`src/hdl/i4p_pkg.sv`:
```
// Shared types, constants and pixel arithmetic for the intra 4x4 luma predictor.
`default_nettype none

package i4p_pkg;

    localparam logic [7:0] PIX_MID = 8'h80;

    typedef enum logic [3:0] {
        MODE_VERT = 4'd0,
        MODE_HOR  = 4'd1,
        MODE_DC   = 4'd2,
        MODE_DDL  = 4'd3,
        MODE_DDR  = 4'd4,
        MODE_VR   = 4'd5,
        MODE_HD   = 4'd6,
        MODE_VL   = 4'd7,
        MODE_HU   = 4'd8
    } t_mode;

    typedef logic [7:0][7:0] t_top;
    typedef logic [3:0][7:0] t_left;
    typedef logic [3:0][3:0][7:0] t_rows;

    typedef struct packed {
        logic up_right;
        logic up_left;
        logic left;
        logic up;
    } t_avail;

    typedef struct packed {
        logic [3:0] mode;
        logic [3:0] block_index;
        logic       top_edge;
        logic       left_edge;
        logic       top_left_edge;
        logic       top_right_edge;
        t_top       above_pixels;
        t_left      left_pixels;
        logic [7:0] corner_pixel;
    } t_req;

    typedef struct packed {
        t_top       top;
        t_left      left;
        logic [7:0] corner;
    } t_nbr;

    // Neighbour availability per block position in macroblock decode order.
    function automatic t_avail avail_flags(logic [3:0] idx, logic te, logic le,
                                           logic tle, logic tre);
        t_avail f;
        logic   t;
        logic   l;
        t = ~te;
        l = ~le;
        unique case (idx) inside
            4'd0: begin
                f.up       = t;
                f.up_right = t;
                f.left     = l;
                f.up_left  = (t | l) & ~tle;
            end
            4'd1, 4'd4: begin
                f.up       = t;
                f.up_right = t;
                f.up_left  = t;
                f.left     = 1'b1;
            end
            4'd5: begin
                f.up       = t;
                f.up_right = t & ~tre;
                f.up_left  = t;
                f.left     = 1'b1;
            end
            4'd2, 4'd8, 4'd10: begin
                f.up       = 1'b1;
                f.up_right = 1'b1;
                f.left     = l;
                f.up_left  = l;
            end
            4'd6, 4'd9, 4'd12, 4'd14: begin
                f = '{up_right: 1'b1, up_left: 1'b1, left: 1'b1, up: 1'b1};
            end
            default: begin
                f = '{up_right: 1'b0, up_left: 1'b1, left: 1'b1, up: 1'b1};
            end
        endcase
        return f;
    endfunction

    // Neighbour at (x, y): y = -1 is the row above, x = -1 the column left.
    function automatic logic [7:0] nb(t_nbr n, int x, int y);
        logic [7:0] p;
        if (y < 0) begin
            if (x < 0) begin
                p = n.corner;
            end else begin
                p = n.top[x[2:0]];
            end
        end else begin
            p = n.left[y[1:0]];
        end
        return p;
    endfunction

    function automatic logic [7:0] avg2(logic [7:0] a, logic [7:0] b);
        logic [8:0] s;
        s = {1'b0, a} + {1'b0, b} + 9'd1;
        return s[8:1];
    endfunction

    function automatic logic [7:0] avg3(logic [7:0] a, logic [7:0] b, logic [7:0] c);
        logic [9:0] s;
        s = {2'b00, a} + {1'b0, b, 1'b0} + {2'b00, c} + 10'd2;
        return s[9:2];
    endfunction

    // One predicted pixel; x and y are fixed per instance, so each folds to a mode mux.
    function automatic logic [7:0] pred_pixel(logic [3:0] mode, int x, int y,
                                              t_nbr n, logic [7:0] dc);
        logic [7:0] p;
        int         z;
        p = 8'd0;
        z = 0;
        case (t_mode'(mode))
            MODE_VERT: p = nb(n, x, -1);
            MODE_HOR:  p = nb(n, -1, y);
            MODE_DC:   p = dc;
            MODE_DDL: begin
                if (x == 3 && y == 3) begin
                    p = avg3(nb(n, 6, -1), nb(n, 7, -1), nb(n, 7, -1));
                end else begin
                    p = avg3(nb(n, x + y, -1), nb(n, x + y + 1, -1), nb(n, x + y + 2, -1));
                end
            end
            MODE_DDR: begin
                if (x > y) begin
                    p = avg3(nb(n, x - y - 2, -1), nb(n, x - y - 1, -1), nb(n, x - y, -1));
                end else if (x < y) begin
                    p = avg3(nb(n, -1, y - x - 2), nb(n, -1, y - x - 1), nb(n, -1, y - x));
                end else begin
                    p = avg3(nb(n, 0, -1), nb(n, -1, -1), nb(n, -1, 0));
                end
            end
            MODE_VR: begin
                z = 2 * x - y;
                if (z >= 0 && z[0] == 1'b0) begin
                    p = avg2(nb(n, x - (y >> 1) - 1, -1), nb(n, x - (y >> 1), -1));
                end else if (z > 0) begin
                    p = avg3(nb(n, x - (y >> 1) - 2, -1), nb(n, x - (y >> 1) - 1, -1),
                             nb(n, x - (y >> 1), -1));
                end else if (z == -1) begin
                    p = avg3(nb(n, -1, 0), nb(n, -1, -1), nb(n, 0, -1));
                end else begin
                    p = avg3(nb(n, -1, y - 1), nb(n, -1, y - 2), nb(n, -1, y - 3));
                end
            end
            MODE_HD: begin
                z = 2 * y - x;
                if (z >= 0 && z[0] == 1'b0) begin
                    p = avg2(nb(n, -1, y - (x >> 1) - 1), nb(n, -1, y - (x >> 1)));
                end else if (z > 0) begin
                    p = avg3(nb(n, -1, y - (x >> 1) - 2), nb(n, -1, y - (x >> 1) - 1),
                             nb(n, -1, y - (x >> 1)));
                end else if (z == -1) begin
                    p = avg3(nb(n, -1, 0), nb(n, -1, -1), nb(n, 0, -1));
                end else begin
                    p = avg3(nb(n, x - 1, -1), nb(n, x - 2, -1), nb(n, x - 3, -1));
                end
            end
            MODE_VL: begin
                if (y[0] == 1'b0) begin
                    p = avg2(nb(n, x + (y >> 1), -1), nb(n, x + (y >> 1) + 1, -1));
                end else begin
                    p = avg3(nb(n, x + (y >> 1), -1), nb(n, x + (y >> 1) + 1, -1),
                             nb(n, x + (y >> 1) + 2, -1));
                end
            end
            MODE_HU: begin
                z = x + 2 * y;
                if (z < 5 && z[0] == 1'b0) begin
                    p = avg2(nb(n, -1, y + (x >> 1)), nb(n, -1, y + (x >> 1) + 1));
                end else if (z < 5) begin
                    p = avg3(nb(n, -1, y + (x >> 1)), nb(n, -1, y + (x >> 1) + 1),
                             nb(n, -1, y + (x >> 1) + 2));
                end else if (z == 5) begin
                    p = avg3(nb(n, -1, 2), nb(n, -1, 3), nb(n, -1, 3));
                end else begin
                    p = nb(n, -1, 3);
                end
            end
            default: p = 8'd0;
        endcase
        return p;
    endfunction

endpackage

`default_nettype wire

```
`src/hdl/i4p_pred.sv`:
```
// Neighbour substitution, DC mean and the nine 4x4 prediction modes for one block.
`default_nettype none

module i4p_pred (
    input  wire i4p_pkg::t_req  i_req,
    output i4p_pkg::t_rows      o_rows
);
    import i4p_pkg::*;

    t_avail     avail;
    t_nbr       nbr;
    logic [9:0] sum_top;
    logic [9:0] sum_left;
    logic [11:0] sum_all;
    logic [9:0] mean_one;
    logic [7:0] dc;

    assign avail = avail_flags(i_req.block_index, i_req.top_edge, i_req.left_edge,
                               i_req.top_left_edge, i_req.top_right_edge);

    // Missing neighbours take mid grey; a missing up-right run repeats pixel D.
    always_comb begin
        for (int i = 0; i < 4; i++) begin
            nbr.top[i]  = avail.up ? i_req.above_pixels[i] : PIX_MID;
            nbr.left[i] = avail.left ? i_req.left_pixels[i] : PIX_MID;
        end
        for (int i = 4; i < 8; i++) begin
            nbr.top[i] = avail.up_right ? i_req.above_pixels[i] : nbr.top[3];
        end
        nbr.corner = avail.up_left ? i_req.corner_pixel : PIX_MID;
    end

    always_comb begin
        sum_top  = {2'b00, nbr.top[0]} + {2'b00, nbr.top[1]}
                 + {2'b00, nbr.top[2]} + {2'b00, nbr.top[3]};
        sum_left = {2'b00, nbr.left[0]} + {2'b00, nbr.left[1]}
                 + {2'b00, nbr.left[2]} + {2'b00, nbr.left[3]};
        sum_all  = {2'b00, sum_top} + {2'b00, sum_left} + 12'd4;
        mean_one = (avail.up ? sum_top : sum_left) + 10'd2;
        if (avail.up && avail.left) begin
            dc = sum_all[10:3];
        end else if (avail.up || avail.left) begin
            dc = mean_one[9:2];
        end else begin
            dc = PIX_MID;
        end
    end

    for (genvar gy = 0; gy < 4; gy++) begin : g_row
        for (genvar gx = 0; gx < 4; gx++) begin : g_col
            assign o_rows[gy][gx] = pred_pixel(i_req.mode, gx, gy, nbr, dc);
        end
    end

endmodule

`default_nettype wire

```
`src/hdl/intra4x4_luma_predictor_core.sv`:
```
// Top level of the intra 4x4 luma predictor: input register, predictor, result register.
`default_nettype none

// Channel   Dir  Width  Contents
// s_axis    in   112    one block request: neighbours, edge bits, block index; mode in tuser
// m_axis    out  128    four predicted rows, row 0 in the lowest 32 bits
//
// Each item passes through two registers: the request is captured in the input
// register at the accepting edge, predicted by the combinational stage and loaded
// into the result register once that register is free; m_axis_tvalid rises when
// it is loaded. One item can be accepted every cycle while m_axis is not stalled.
// A stall on m_axis holds the result register and, once the input register is also
// full, drops s_axis_tready. Reset clears both valid flags.
module intra4x4_luma_predictor_core (
    input  wire           i_clk,
    input  wire           i_rst_n,
    input  wire           s_axis_tvalid,
    output logic          s_axis_tready,
    // [3:0] block_index, [4] top_edge, [5] left_edge, [6] top_left_edge,
    // [7] top_right_edge, [71:8] above_pixels, [103:72] left_pixels,
    // [111:104] corner_pixel
    input  wire  [111:0]  s_axis_tdata,
    // [3:0] mode
    input  wire  [3:0]    s_axis_tuser,
    output logic          m_axis_tvalid,
    input  wire           m_axis_tready,
    // [31:0] row0, [63:32] row1, [95:64] row2, [127:96] row3
    output logic [127:0]  m_axis_tdata
);
    import i4p_pkg::*;

    t_req   r_req;
    logic   r_req_valid;
    logic   n_req_valid;
    t_rows  r_rows;
    logic   r_out_valid;
    logic   n_out_valid;
    t_rows  pred_rows;
    logic   out_advance;

    // The result register frees up when it is empty or being taken this cycle.
    assign out_advance   = ~r_out_valid | m_axis_tready;
    assign s_axis_tready = ~r_req_valid | out_advance;

    assign n_req_valid = s_axis_tready ? s_axis_tvalid : r_req_valid;
    assign n_out_valid = out_advance ? r_req_valid : r_out_valid;

    always_ff @(posedge i_clk) begin
        if (!i_rst_n) begin
            r_req_valid <= 1'b0;
            r_out_valid <= 1'b0;
        end else begin
            r_req_valid <= n_req_valid;
            r_out_valid <= n_out_valid;
        end
    end

    // Payload registers carry no reset; the valid flags qualify them.
    always_ff @(posedge i_clk) begin
        if (s_axis_tvalid && s_axis_tready) begin
            r_req.mode           <= s_axis_tuser;
            r_req.block_index    <= s_axis_tdata[3:0];
            r_req.top_edge       <= s_axis_tdata[4];
            r_req.left_edge      <= s_axis_tdata[5];
            r_req.top_left_edge  <= s_axis_tdata[6];
            r_req.top_right_edge <= s_axis_tdata[7];
            r_req.above_pixels   <= s_axis_tdata[71:8];
            r_req.left_pixels    <= s_axis_tdata[103:72];
            r_req.corner_pixel   <= s_axis_tdata[111:104];
        end
        if (out_advance && r_req_valid) begin
            r_rows <= pred_rows;
        end
    end

    i4p_pred u_pred (
        .i_req  (r_req),
        .o_rows (pred_rows)
    );

    assign m_axis_tvalid = r_out_valid;
    assign m_axis_tdata  = r_rows;

endmodule

`default_nettype wire

```
`config.mk`:
```
export PLATFORM = sky130hd
export DESIGN_NAME = intra4x4_luma_predictor_core
export DESIGN_NICKNAME = d
export VERILOG_FILES = /design/src/hdl/i4p_pkg.sv /design/src/hdl/i4p_pred.sv /design/src/hdl/intra4x4_luma_predictor_core.sv
export SDC_FILE = /design/constraint.sdc
export NUM_CORES = 1
export LEC_CHECK = 0
export BUFFER_PORTS_ARGS = -buffer_cell sky130_fd_sc_hd__buf_2
export CORE_MARGIN = 1.5
export CORE_UTILIZATION = 50
export DETAILED_ROUTE_END_ITERATION = 16
export PLACE_DENSITY_LB_ADDON = 0.25
export SLEW_MARGIN = 25
export SYNTH_ARGS = -nofsm -noshare
export SYNTH_HDL_FRONTEND = slang
export SYNTH_SLANG_ARGS = --single-unit
```
`constraint.sdc`:
```
create_clock -name i_clk -period 8.53 [get_ports i_clk]
set_clock_uncertainty 0.1 [all_clocks]
set_input_delay 1.706 -clock i_clk [delete_from_list [all_inputs] [get_ports i_clk]]
set_output_delay 1.706 -clock i_clk [all_outputs]
set_load 0.03 [all_outputs]
```
* Yosys cells after proc, flatten, opt, wreduce, memory -nomap -nowiden *
Index checks and enable logic that the tools add are counted.

word-level totals
  flip-flop bits (word level) = 246
  output and inout bits = 130
  logic and storage cells = 296

operators by class
  add/subtract/negate cells = 143
  eq/ne operators = 18
  mux-type cells = 77
  bitwise gates (word level) = 11
  reductions and logical operators = 10

operator list
  kind                     number
  $pmux W8 S9              12
  $mux W8                  59
  $add A10 B8 Y10          38
  $add A10 B2 Y10 const B  35
  $add A8 B9 Y10           34
  $pmux W8 S8              4
  $add A8 B8 Y9            18
  $add A9 B1 Y9 const B    16
  $eq A4 B3 Y1 const B     7
  $eq A4 B4 Y1 const B     6
  $pmux W4 S5              1
  $eq A4 B2 Y1 const B     3
  $add A10 B10 Y11         1
  $add A11 B3 Y11 const B  1
  $mux W10                 1
  $eq A4 B1 Y1 const B     2
  $logic_not A4 Y1         2
  $not A1 Y1               6
  $reduce_or A2 Y1         2
  $reduce_or A4 Y1         1
  $logic_and A1 B1 Y1      3
  $or A1 B1 Y1             3
  $reduce_or A3 Y1         1
  $and A1 B1 Y1            2
  $logic_or A1 B1 Y1       1

* Depth between registers and ports, before layout *
Gate-level depths: netlist of run 1.

  depth after elaboration = 13
  depth in mapped cells = 34

* By module *
A second synthesis of run 1 with hierarchy kept.

second synthesis, totals
  cells, all modules = 2632
  area, all modules = 23940.5 sq um

modules (own cells, without submodules)
  module                        instances  cells an instance  area each (sq um)  sequential area each (sq um)
  i4p_pred                      1          2379               16509.6            0.0
  intra4x4_luma_predictor_core  1          253                7430.9             7367.1

* Worst setup path before layout of run 1 *
OpenSTA, ideal clock, no wires.

  kind = input to register
  from = in m_axis_tready
  to = reg r_rows (netlist bit m_axis_tdata[0]), enable pin
  library setup time = 0.632 ns
  arrival time = 7.445 ns
  setup slack = 0.353 ns
  cell stages on the path = 2
  cells stage by stage = nor2b_1 -> nor2b_1

between the ends
  longest elaborated chain between the ends = 2

RTL lines
  element               RTL line                            RTL
  from (decl)           intra4x4_luma_predictor_core.sv:26  input wire m_axis_tready,
  $or A1 B1 Y1          intra4x4_luma_predictor_core.sv:42  assign out_advance = ~r_out_valid | m_axis_tready;
  $logic_and A1 B1 Y1   intra4x4_luma_predictor_core.sv:71  if (out_advance && r_req_valid) begin
  to (signal assigned)  intra4x4_luma_predictor_core.sv:72  r_rows <= pred_rows;
  to (decl)             intra4x4_luma_predictor_core.sv:35  t_rows r_rows;

Every way passes these cells.
A chain may end at the register's enable or synchronous reset.

==> key figures, run 1 <==
STA
  • Unrepaired setup endpoints after global routing: no
  • Final Hold Viols: 0
  • Post-route minimum period: approximately 7.6 ns
  • Final worst slack: 0.886 ns
  • Fmax: ~130 MHz
  • Final slew viol count: 0
  • Setup TNS: 0 ns
  • Worst-margin pin slew: about 1.1 ns
  • Max-Slew Margin vs Limit: 0.238
  • Final setup fails: 0
  • Tcrit/Tclk final: 0.896

Worst setup path
  • Critical path type: flip-flop to flip-flop
  • Worst path buffer plus inverter count: 3
  • Worst path slowest cell: o21ai_2
  • Worst R2R Setup Slack: around 0.9 ns
  • CP Data Required Time: between 8 and 9 ns
  • Max incr delay on CP: 0.61 ns
  • Startpoint Class: flip-flop
  • R2r endpoint: m_axis_tdata[119]
  • Crit path max fanout: 16
  • Cell mode on critical path: ha_1
  • Top delay family on crit path: adder cells
  • Worst Path Arrival: about 7.8 ns
  • Crit path from: r_req[110]
  • Reg-to-Reg Start: r_req[110]
  • FF-to-FF path depth: 28
  • CP endpoint kind: flip-flop

Power and ir drop
  • Combinational Power Share: 0.619
  • Peak VDD IR: roughly 210 µV
  • Power Total: approximately 6.9 mW
  • Clock share of power: 0.152
  • Switching share of power: 0.481
  • Pwr Density: ~260 nW/µm²
  • Switch Pwr: between 3 and 4 mW
  • Pleak: between 10 and 15 nW
  • Seq pwr share: 0.229
  • Internal Power: about 3.6 mW

Yosys
  • Post-synthesis async set-or-reset flop share: 0
  • Cell variety after synth: 91
  • EDFF count, synth: around 240
  • Cell taking the most area after synthesis: edfxtp_1
  • Average size of a mapped cell: between 8 and 9 µm²
  • Ys Warns: 0
  • Synth Register Bits: 246
  • Post-Syn Area: 24100 µm²
  • Synth top area share: 0.304
  • Top cells by area, synth: edfxtp_1 30%, ha_1 12%, fa_1 7.7%, nand2_1 4.5%, xnor2_1 4.1%
  • Cells after Synth: approximately 2700
  • Sequential fraction of the synthesis area: 0.306
  • Top_reg_cell synth: edfxtp_1
  • Syn_nets: between 3000 and 4000

Routing
  • Remaining DRCs: 0
  • Detailed-route wire length: approximately 100000 µm
  • Wirelength per Cell: a little under 30 µm
  • Detail Route Antenna Nets: 0
  • Initial detailed-routing violation count: just over 3000
  • Via density per instance: 6.69
  • Via count: around 24000
  • Drt first pass iters: 6

Global route
  • Initial antenna violation count: 7
  • Remaining Overflow, GRT: 0
  • Largest net degree at the start of global routing: slightly below 80
  • Vias in the first global route: 22500
  • First-pass GRT wire length: 149000 µm
  • Overall Global Routing Usage: 0.413

Clocking
  • Post_cts resized: 0
  • Post-cts hold buffer count: 0
  • Root buf cell: clkbuf_16
  • Sink Count: approximately 250
  • CTS tree: yes
  • Insertion delay to the later sink of the worst-skew pair: between 0.5 and 0.6 ns
  • TritonCTS buffer count: 25
  • Htree depth: 1
  • Post-CTS Setup Repair Bufs: 0
  • CTS max path bufs: 3
  • Clk slew on worst S/H paths: ~0.060 ns

Hold path
  • Min-Delay Startpoint: r_req_valid
  • Hold path cells: 1
  • Worst min path class: flip-flop to flip-flop
  • Min-Delay Endpoint: m_axis_tvalid

Layout
  • Fillers: between 4000 and 5000
  • Post-route cell area: 26800 µm²
  • Fin util: 0.562
  • Share of layout cells above drive strength 1: 0.132
  • Area delta synth->final: 11.2%
  • Post-layout net count: 3330

Floorplan
  • Starting density of the core: 0.505
  • Num rows: 80
  • Top-level port count: 250
  • Die width: between 200 and 250 µm
  • Die Area: slightly below 50000 µm²
  • Die height: 222 µm
  • Core area: around 48000 µm²

Placement
  • Dpl hpwl: between 80000 and 90000 µm
  • Setup WS pre-CTS: between 1 and 1.5 ns
  • GPL Wtd Cong: 1.07
  • Port-buffer cells: between 200 and 250
  • Placement Cell Area: about 26000 µm²

Run
  • Max_cap viols: 0

Run status
  • Outcome: completed
sequential cells by signal, indices dropped and copies added, names as in the netlist:
| signal | cells |
|---|---|
| m_axis_tdata | 128 |
| m_axis_tvalid | 1 |
| r_req | 116 |
| r_req_valid | 1 |
metal layers:
| layer | track usage | vias up | routed length [µm] |
|---|---|---|---|
| met4 | 0.259 | 2 | 7670 |
| met3 | 0.0952 | 368 | 12000 |
| met1 | 0.549 | 11300 | 40900 |
| met5 | 0 | - | 13 |
| met2 | 0.607 | 1680 | 43400 |
| li1 | - | 10200 | - |
power by group through the flow:
stage                     logic, mW  clock network [mW]  registers [mW]
final                          4.30                1.05            1.59
after global routing           4.58                1.11            1.60
after CTS                      4.15                1.07            1.59
after detailed placement       4.12                   0            1.61
after global placement         4.09                   0            1.61
after floorplan                2.64                   0            1.77
Yosys cell counts, drive strengths merged (24+ instances only):
| cell | instances |
|---|---|
| nand2b | 25 |
| and3 | 24 |
| nor2b | 27 |
| a21oi | 142 |
| xor2 | 71 |
| edfxtp | 244 |
| nor4 | 35 |
| nor3 | 73 |
| nand2 | 291 |
| nor2 | 253 |
| nand3 | 102 |
| o211ai | 25 |
| o21ai | 106 |
| ha | 230 |
| o2111ai | 27 |
| a211oi | 43 |
| inv | 169 |
| a21o | 65 |
| o21bai | 24 |
| and2 | 44 |
| xnor2 | 113 |
| nand4 | 68 |
| fa | 93 |
| clkbuf | 81 |
worst reg2reg max path, delay by kind of cell, from the launching register on:
family | cells | cell delay (ns)
buffers and inverters | 3 | 0.28
AND/OR/NAND/NOR | 5 | 1.24
AO/OA/AOI/OAI | 9 | 1.86
XOR/XNOR | 3 | 0.58
adder cells (fa/ha/maj) | 8 | 2.80
flip-flops | 1 | 0.48
worst max path at each step:
stage,endpoint,slack [ns],cells after the start
floorplan,m_axis_tdata[0],0.35,2
global placement,m_axis_tdata[123],1.27,25
detailed placement,m_axis_tdata[119],1.03,28
CTS,m_axis_tdata[119],1.0,27
global route,m_axis_tdata[119],0.51,26
finish,m_axis_tdata[119],0.89,28
logic make-up (layout without fill, tap and decap cells):
group                    Yosys count  after routing  share of synthesized area
buffers and inverters            269            497                     0.0437
XOR/XNOR                         184            184                     0.0669
flip-flops                       246            246                      0.306
AND/OR/NAND/NOR                 1036           1036                      0.209
AO/OA/AOI/OAI                    604            604                      0.172
adder cells (fa/ha/maj)          332            332                      0.201
other                              0              3                          0
multiplexers                       5              5                    0.00213
layout by cell type (no fill, tap or decap), drive strengths merged, types with 24 or more instances in the layout:
master   synthesis  layout
inv            169     169
nand3          102     102
nor2b           27      27
a21oi          142     142
a21o            65      65
nand4           68      68
o2111ai         27      27
o21ai          106     106
nand2          291     291
and3            24      24
nand2b          25      25
ha             230     230
fa              93      93
clkbuf          81      32
xnor2          113     113
edfxtp         244     244
nor2           253     253
xor2            71      71
o21bai          24      24
o211ai          25      25
a211oi          43      43
buf             18     283
and2            44      44
nor4            35      35
nor3            73      73
per-stage QoR:
step,instances,hold slack [ns]
after floorplan,2676,0.377
after global placement,3475,0.395
after detailed placement,3475,0.408
after CTS,3519,0.428
after global routing,3519,0.463
final,3522,0.425
final cells by class:
class,count,area (µm²),share of cell area
antenna,3,7.51,0.000280
timing repair buffer,283,1500,0.0560
clock inverter,12,104,0.00388
inverter,170,638,0.0238
clock buffer,32,652,0.0243
tap,615,769,0.0287
sequential,246,7370,0.275
multi-input combinational,2161,15700,0.588
(Power assumes the default switching activity.)
==> inputs of run 2 (changes only) <==
SYNTH_HIERARCHICAL = 1   (was not set)
==> key figures, run 2 <==
Placement
  • GPL Wtd Cong: 1.05 (was 1.07)
  • Placement Cell Area: 25900 µm² (was 26000 µm²)
  • # placed instances: 3433 (was 3475)
  • Port-buffer cells: 249 (unchanged)
  • Dpl hpwl: 82900 µm (was 83300 µm)

Power and ir drop
  • Pleak: 12.1 nW (was 11.9 nW)
  • Internal Power: 3.69 mW (was 3.60 mW)
  • Combinational Power Share: 0.583 (was 0.619)
  • Clock share of power: 0.188 (was 0.152)
  • Peak VDD IR: 170 µV (was 209 µV)
  • Pwr Density: 259 nW/µm² (about the same)
  • Switching share of power: 0.470 (was 0.481)
  • Seq pwr share: 0.229 (about the same)
  • Switch Pwr: 3.27 mW (was 3.34 mW)

Layout
  • Share of layout cells above drive strength 1: 0.134 (was 0.132)
  • Layout Cells excl Fill: 3483 (was 3522)
  • Post-layout net count: 3316 (was 3330)
  • Area delta synth->final: 12.5% (was 11.2%)
  • Fin util: 0.575 (was 0.562)
  • Commonest non-fill, non-tap cell in the layout: nand2_1 (unchanged)
  • Highest-count cells in the layout ignoring fill and taps: 303 x nand2_1, 250 x nor2_1, 249 x buf_2, 244 x edfxtp_1, 227 x ha_1 (was 290 x nand2_1, 250 x nor2_1, 249 x buf_2, 244 x edfxtp_1, 230 x ha_1)
  • Post-route cell area: 26900 µm² (was 26800 µm²)
  • Ant. Diodes: 0 (was 3)
  • Max reg flops: 128 (unchanged)

Clocking
  • Post-CTS Setup Repair Bufs: 0 (unchanged)
  • Sink Count: 246 (unchanged)
  • Post-cts hold buffer count: 0 (unchanged)
  • Htree depth: 1 (unchanged)
  • Root buf cell: clkbuf_16 (unchanged)
  • CTS tree: yes (unchanged)
  • TritonCTS buffer count: 27 (was 25)
  • Post_cts resized: 0 (unchanged)
  • Clk slew on worst S/H paths: 0.06 ns (about the same)
  • Insertion delay to the later sink of the worst-skew pair: 0.59 ns (was 0.56 ns)
  • CTS max path bufs: 3 (unchanged)

Global route
  • Largest net degree at the start of global routing: 100 (was 79)
  • Initial antenna violation count: 0 (was 7)
  • Remaining Overflow, GRT: 0 (unchanged)
  • First-pass GRT wire length: 151000 µm (was 149000 µm)
  • Vias in the first global route: 22400 (was 22500)
  • Overall Global Routing Usage: 0.419 (was 0.413)

STA
  • Worst-margin pin slew: 1.09 ns (was 1.13 ns)
  • Tcrit/Tclk final: 0.859 (was 0.896)
  • Fmax: 137 MHz (was 131 MHz)
  • Post-route minimum period: 7.33 ns (was 7.64 ns)
  • Unrepaired setup endpoints after global routing: no (unchanged)
  • Max-Slew Margin vs Limit: 0.269 (was 0.238)
  • Final setup fails: 0 (unchanged)
  • Final Hold Viols: 0 (unchanged)
  • Setup TNS: 0 ns (unchanged)
  • Hold Slack: 0.430 ns (was 0.425 ns)
  • Final slew viol count: 0 (unchanged)

Worst setup path
  • CP Data Required Time: 8.85 ns (was 8.68 ns)
  • Worst Path Arrival: 7.64 ns (was 7.80 ns)
  • R2r endpoint: m_axis_tdata[111] (was m_axis_tdata[119])
  • Critical path type: flip-flop to flip-flop (unchanged)
  • Startpoint Class: flip-flop (unchanged)
  • FF-to-FF path depth: 21 (was 28)
  • Worst R2R Setup Slack: 1.20 ns (was 0.89 ns)
  • CP endpoint kind: flip-flop (unchanged)
  • Crit path max fanout: 18 (was 16)
  • Reg-to-Reg Start: r_req[110] (unchanged)

Yosys
  • Ys Warns: 6 (was 0)
  • Cells after Synth: 2632 (was 2676)
  • Post-Syn Area: 23900 µm² (was 24100 µm²)
  • Post-synthesis async set-or-reset flop share: 0 (unchanged)
  • Cell variety after synth: 84 (was 91)
  • Post-synth top cells: 305 x nand2_1, 252 x nor2_1, 244 x edfxtp_1, 227 x ha_1, 190 x inv_1 (was 291 x nand2_1, 253 x nor2_1, 244 x edfxtp_1, 230 x ha_1, 169 x inv_1)
  • Top_reg_cell synth: edfxtp_1 (unchanged)
  • Syn_nets: 3093 (was 3119)
  • EDFF count, synth: 244 (unchanged)
  • Sequential fraction of the synthesis area: 0.308 (was 0.306)
  • Synth top area share: 0.306 (was 0.304)
  • Most common cell in the netlist: nand2_1 (unchanged)
  • Top cells by area, synth: edfxtp_1 31%, ha_1 12%, fa_1 9.5%, nand2_1 4.8%, nor2_1 4.0% (was edfxtp_1 30%, ha_1 12%, fa_1 7.7%, nand2_1 4.5%, xnor2_1 4.1%)
  • Synth Register Bits: 246 (unchanged)
  • Cell taking the most area after synthesis: edfxtp_1 (unchanged)
  • Average size of a mapped cell: 9.10 µm² (was 9.00 µm²)

Routing
  • Initial detailed-routing violation count: 3372 (was 3023)
  • Via count: 23500 (was 23600)
  • Detailed-route wire length: 105000 µm (was 104000 µm)
  • Drt first pass iters: 6 (unchanged)
  • Wirelength per Cell: 30.2 µm (was 29.5 µm)
  • Detail Route Antenna Nets: 0 (unchanged)
  • Remaining DRCs: 0 (unchanged)
  • Via density per instance: 6.75 (was 6.69)

Floorplan
  • Core area: 46900 µm² (was 47600 µm²)
  • Die width: 222 µm (about the same)
  • Num rows: 79 (was 80)
  • Die height: 222 µm (about the same)
  • Top-level port count: 250 (unchanged)
  • Starting density of the core: 0.511 (was 0.505)
  • Die Area: 49200 µm² (was 49500 µm²)

Run status
  • Outcome: completed (unchanged)

Hold path
  • Min-Delay Endpoint: r_req_valid (was m_axis_tvalid)
  • Min-Delay Startpoint: m_axis_tvalid (was r_req_valid)
  • Hold path cells: 2 (was 1)
  • Worst min path class: flip-flop to flip-flop (unchanged)

Run
  • Max_cap viols: 0 (unchanged)
==> run 2: cell count changes in the layout (fill, tap and decap cells not counted), sizes merged, moves of 15 or more <==
cell	delta
xnor2	-32
inv	+24
fa	+21
a21o	-16
nand2	+15
nor4	-15
==> run 2: layout make-up <==
type | instances | area, µm²
Fill cell | 4196 | 19900
Multi-Input combinational cell | 2109 | 15600
Sequential cell | 246 | 7370
Timing Repair Buffer | 281 | 1500
Tap cell | 607 | 759
Inverter | 190 | 713
Clock buffer | 29 | 693
Clock inverter | 21 | 297
==> run 2: kinds of logic after synthesis <==
family / Yosys count / share of synthesized area
AO/OA/AOI/OAI: 595 / 0.169
XOR/XNOR: 146 / 0.0534
adder cells (fa/ha/maj): 342 / 0.214
buffers and inverters: 277 / 0.0445
flip-flops: 246 / 0.308
multiplexers: 4 / 0.00172
AND/OR/NAND/NOR: 1022 / 0.209
==> run 2: worst max-delay path, stage by stage, from the launching register on <==
cell and delay, ns:
edfxtp_1 0.50, or3b_1 0.67, nand2_1 0.28, ha_1 0.27, ha_1 0.18, a31o_2 0.22, fa_1 0.45, ha_1 0.24
fa_1 0.47, a211oi_1 0.40, nor2_1 0.11, xor2_1 0.34, ha_1 0.31, ha_1 0.30, o221ai_1 0.17, o21ai_0 0.49
mux2i_1 0.26, a211oi_1 0.06, a311o_1 0.33, a211oi_2 0.67, a21o_1 0.19, nand4b_1 0.13
==> run 2: power by group through the flow <==
stage | registers [mW] | logic [mW] | clock network [mW]
global placement | 1.61 | 3.80 | 0
global route | 1.60 | 4.27 | 1.37
CTS | 1.59 | 3.89 | 1.33
floorplan | 1.77 | 2.46 | 0
finish | 1.59 | 4.06 | 1.31
detailed placement | 1.62 | 3.85 | 0
==> run 2: how the worst max path moves through the flow <==
stage | start | to | slack [ns] | cells after the start
after floorplan | m_axis_tready | r_req[0] | 0.44 | 2
after global placement | r_req[110] | m_axis_tdata[119] | 1.46 | 21
after detailed placement | r_req[110] | m_axis_tdata[111] | 1.34 | 21
after CTS | r_req[110] | m_axis_tdata[111] | 1.34 | 21
after global routing | r_req[110] | m_axis_tdata[111] | 0.86 | 21
final | r_req[110] | m_axis_tdata[111] | 1.20 | 21
==> run 2: through the flow <==
step	worst slack, ns	power (mW)
2_1_floorplan	0.442	4.23
6_report	1.20	6.96
5_1_grt	0.857	7.24
3_3_place_gp	1.46	5.42
3_5_place_dp	1.34	5.46
4_1_cts	1.34	6.81
==> run 2: routing by layer <==
| layer | vias up | part of all wire | track usage |
|---|---|---|---|
| li1 | 10100 | - | - |
| met1 | 11300 | 0.39 | 0.558 |
| met2 | 1765 | 0.43 | 0.625 |
| met3 | 343 | 0.11 | 0.0896 |
| met4 | 0 | 0.071 | 0.256 |
| met5 | - | 0 | 0 |
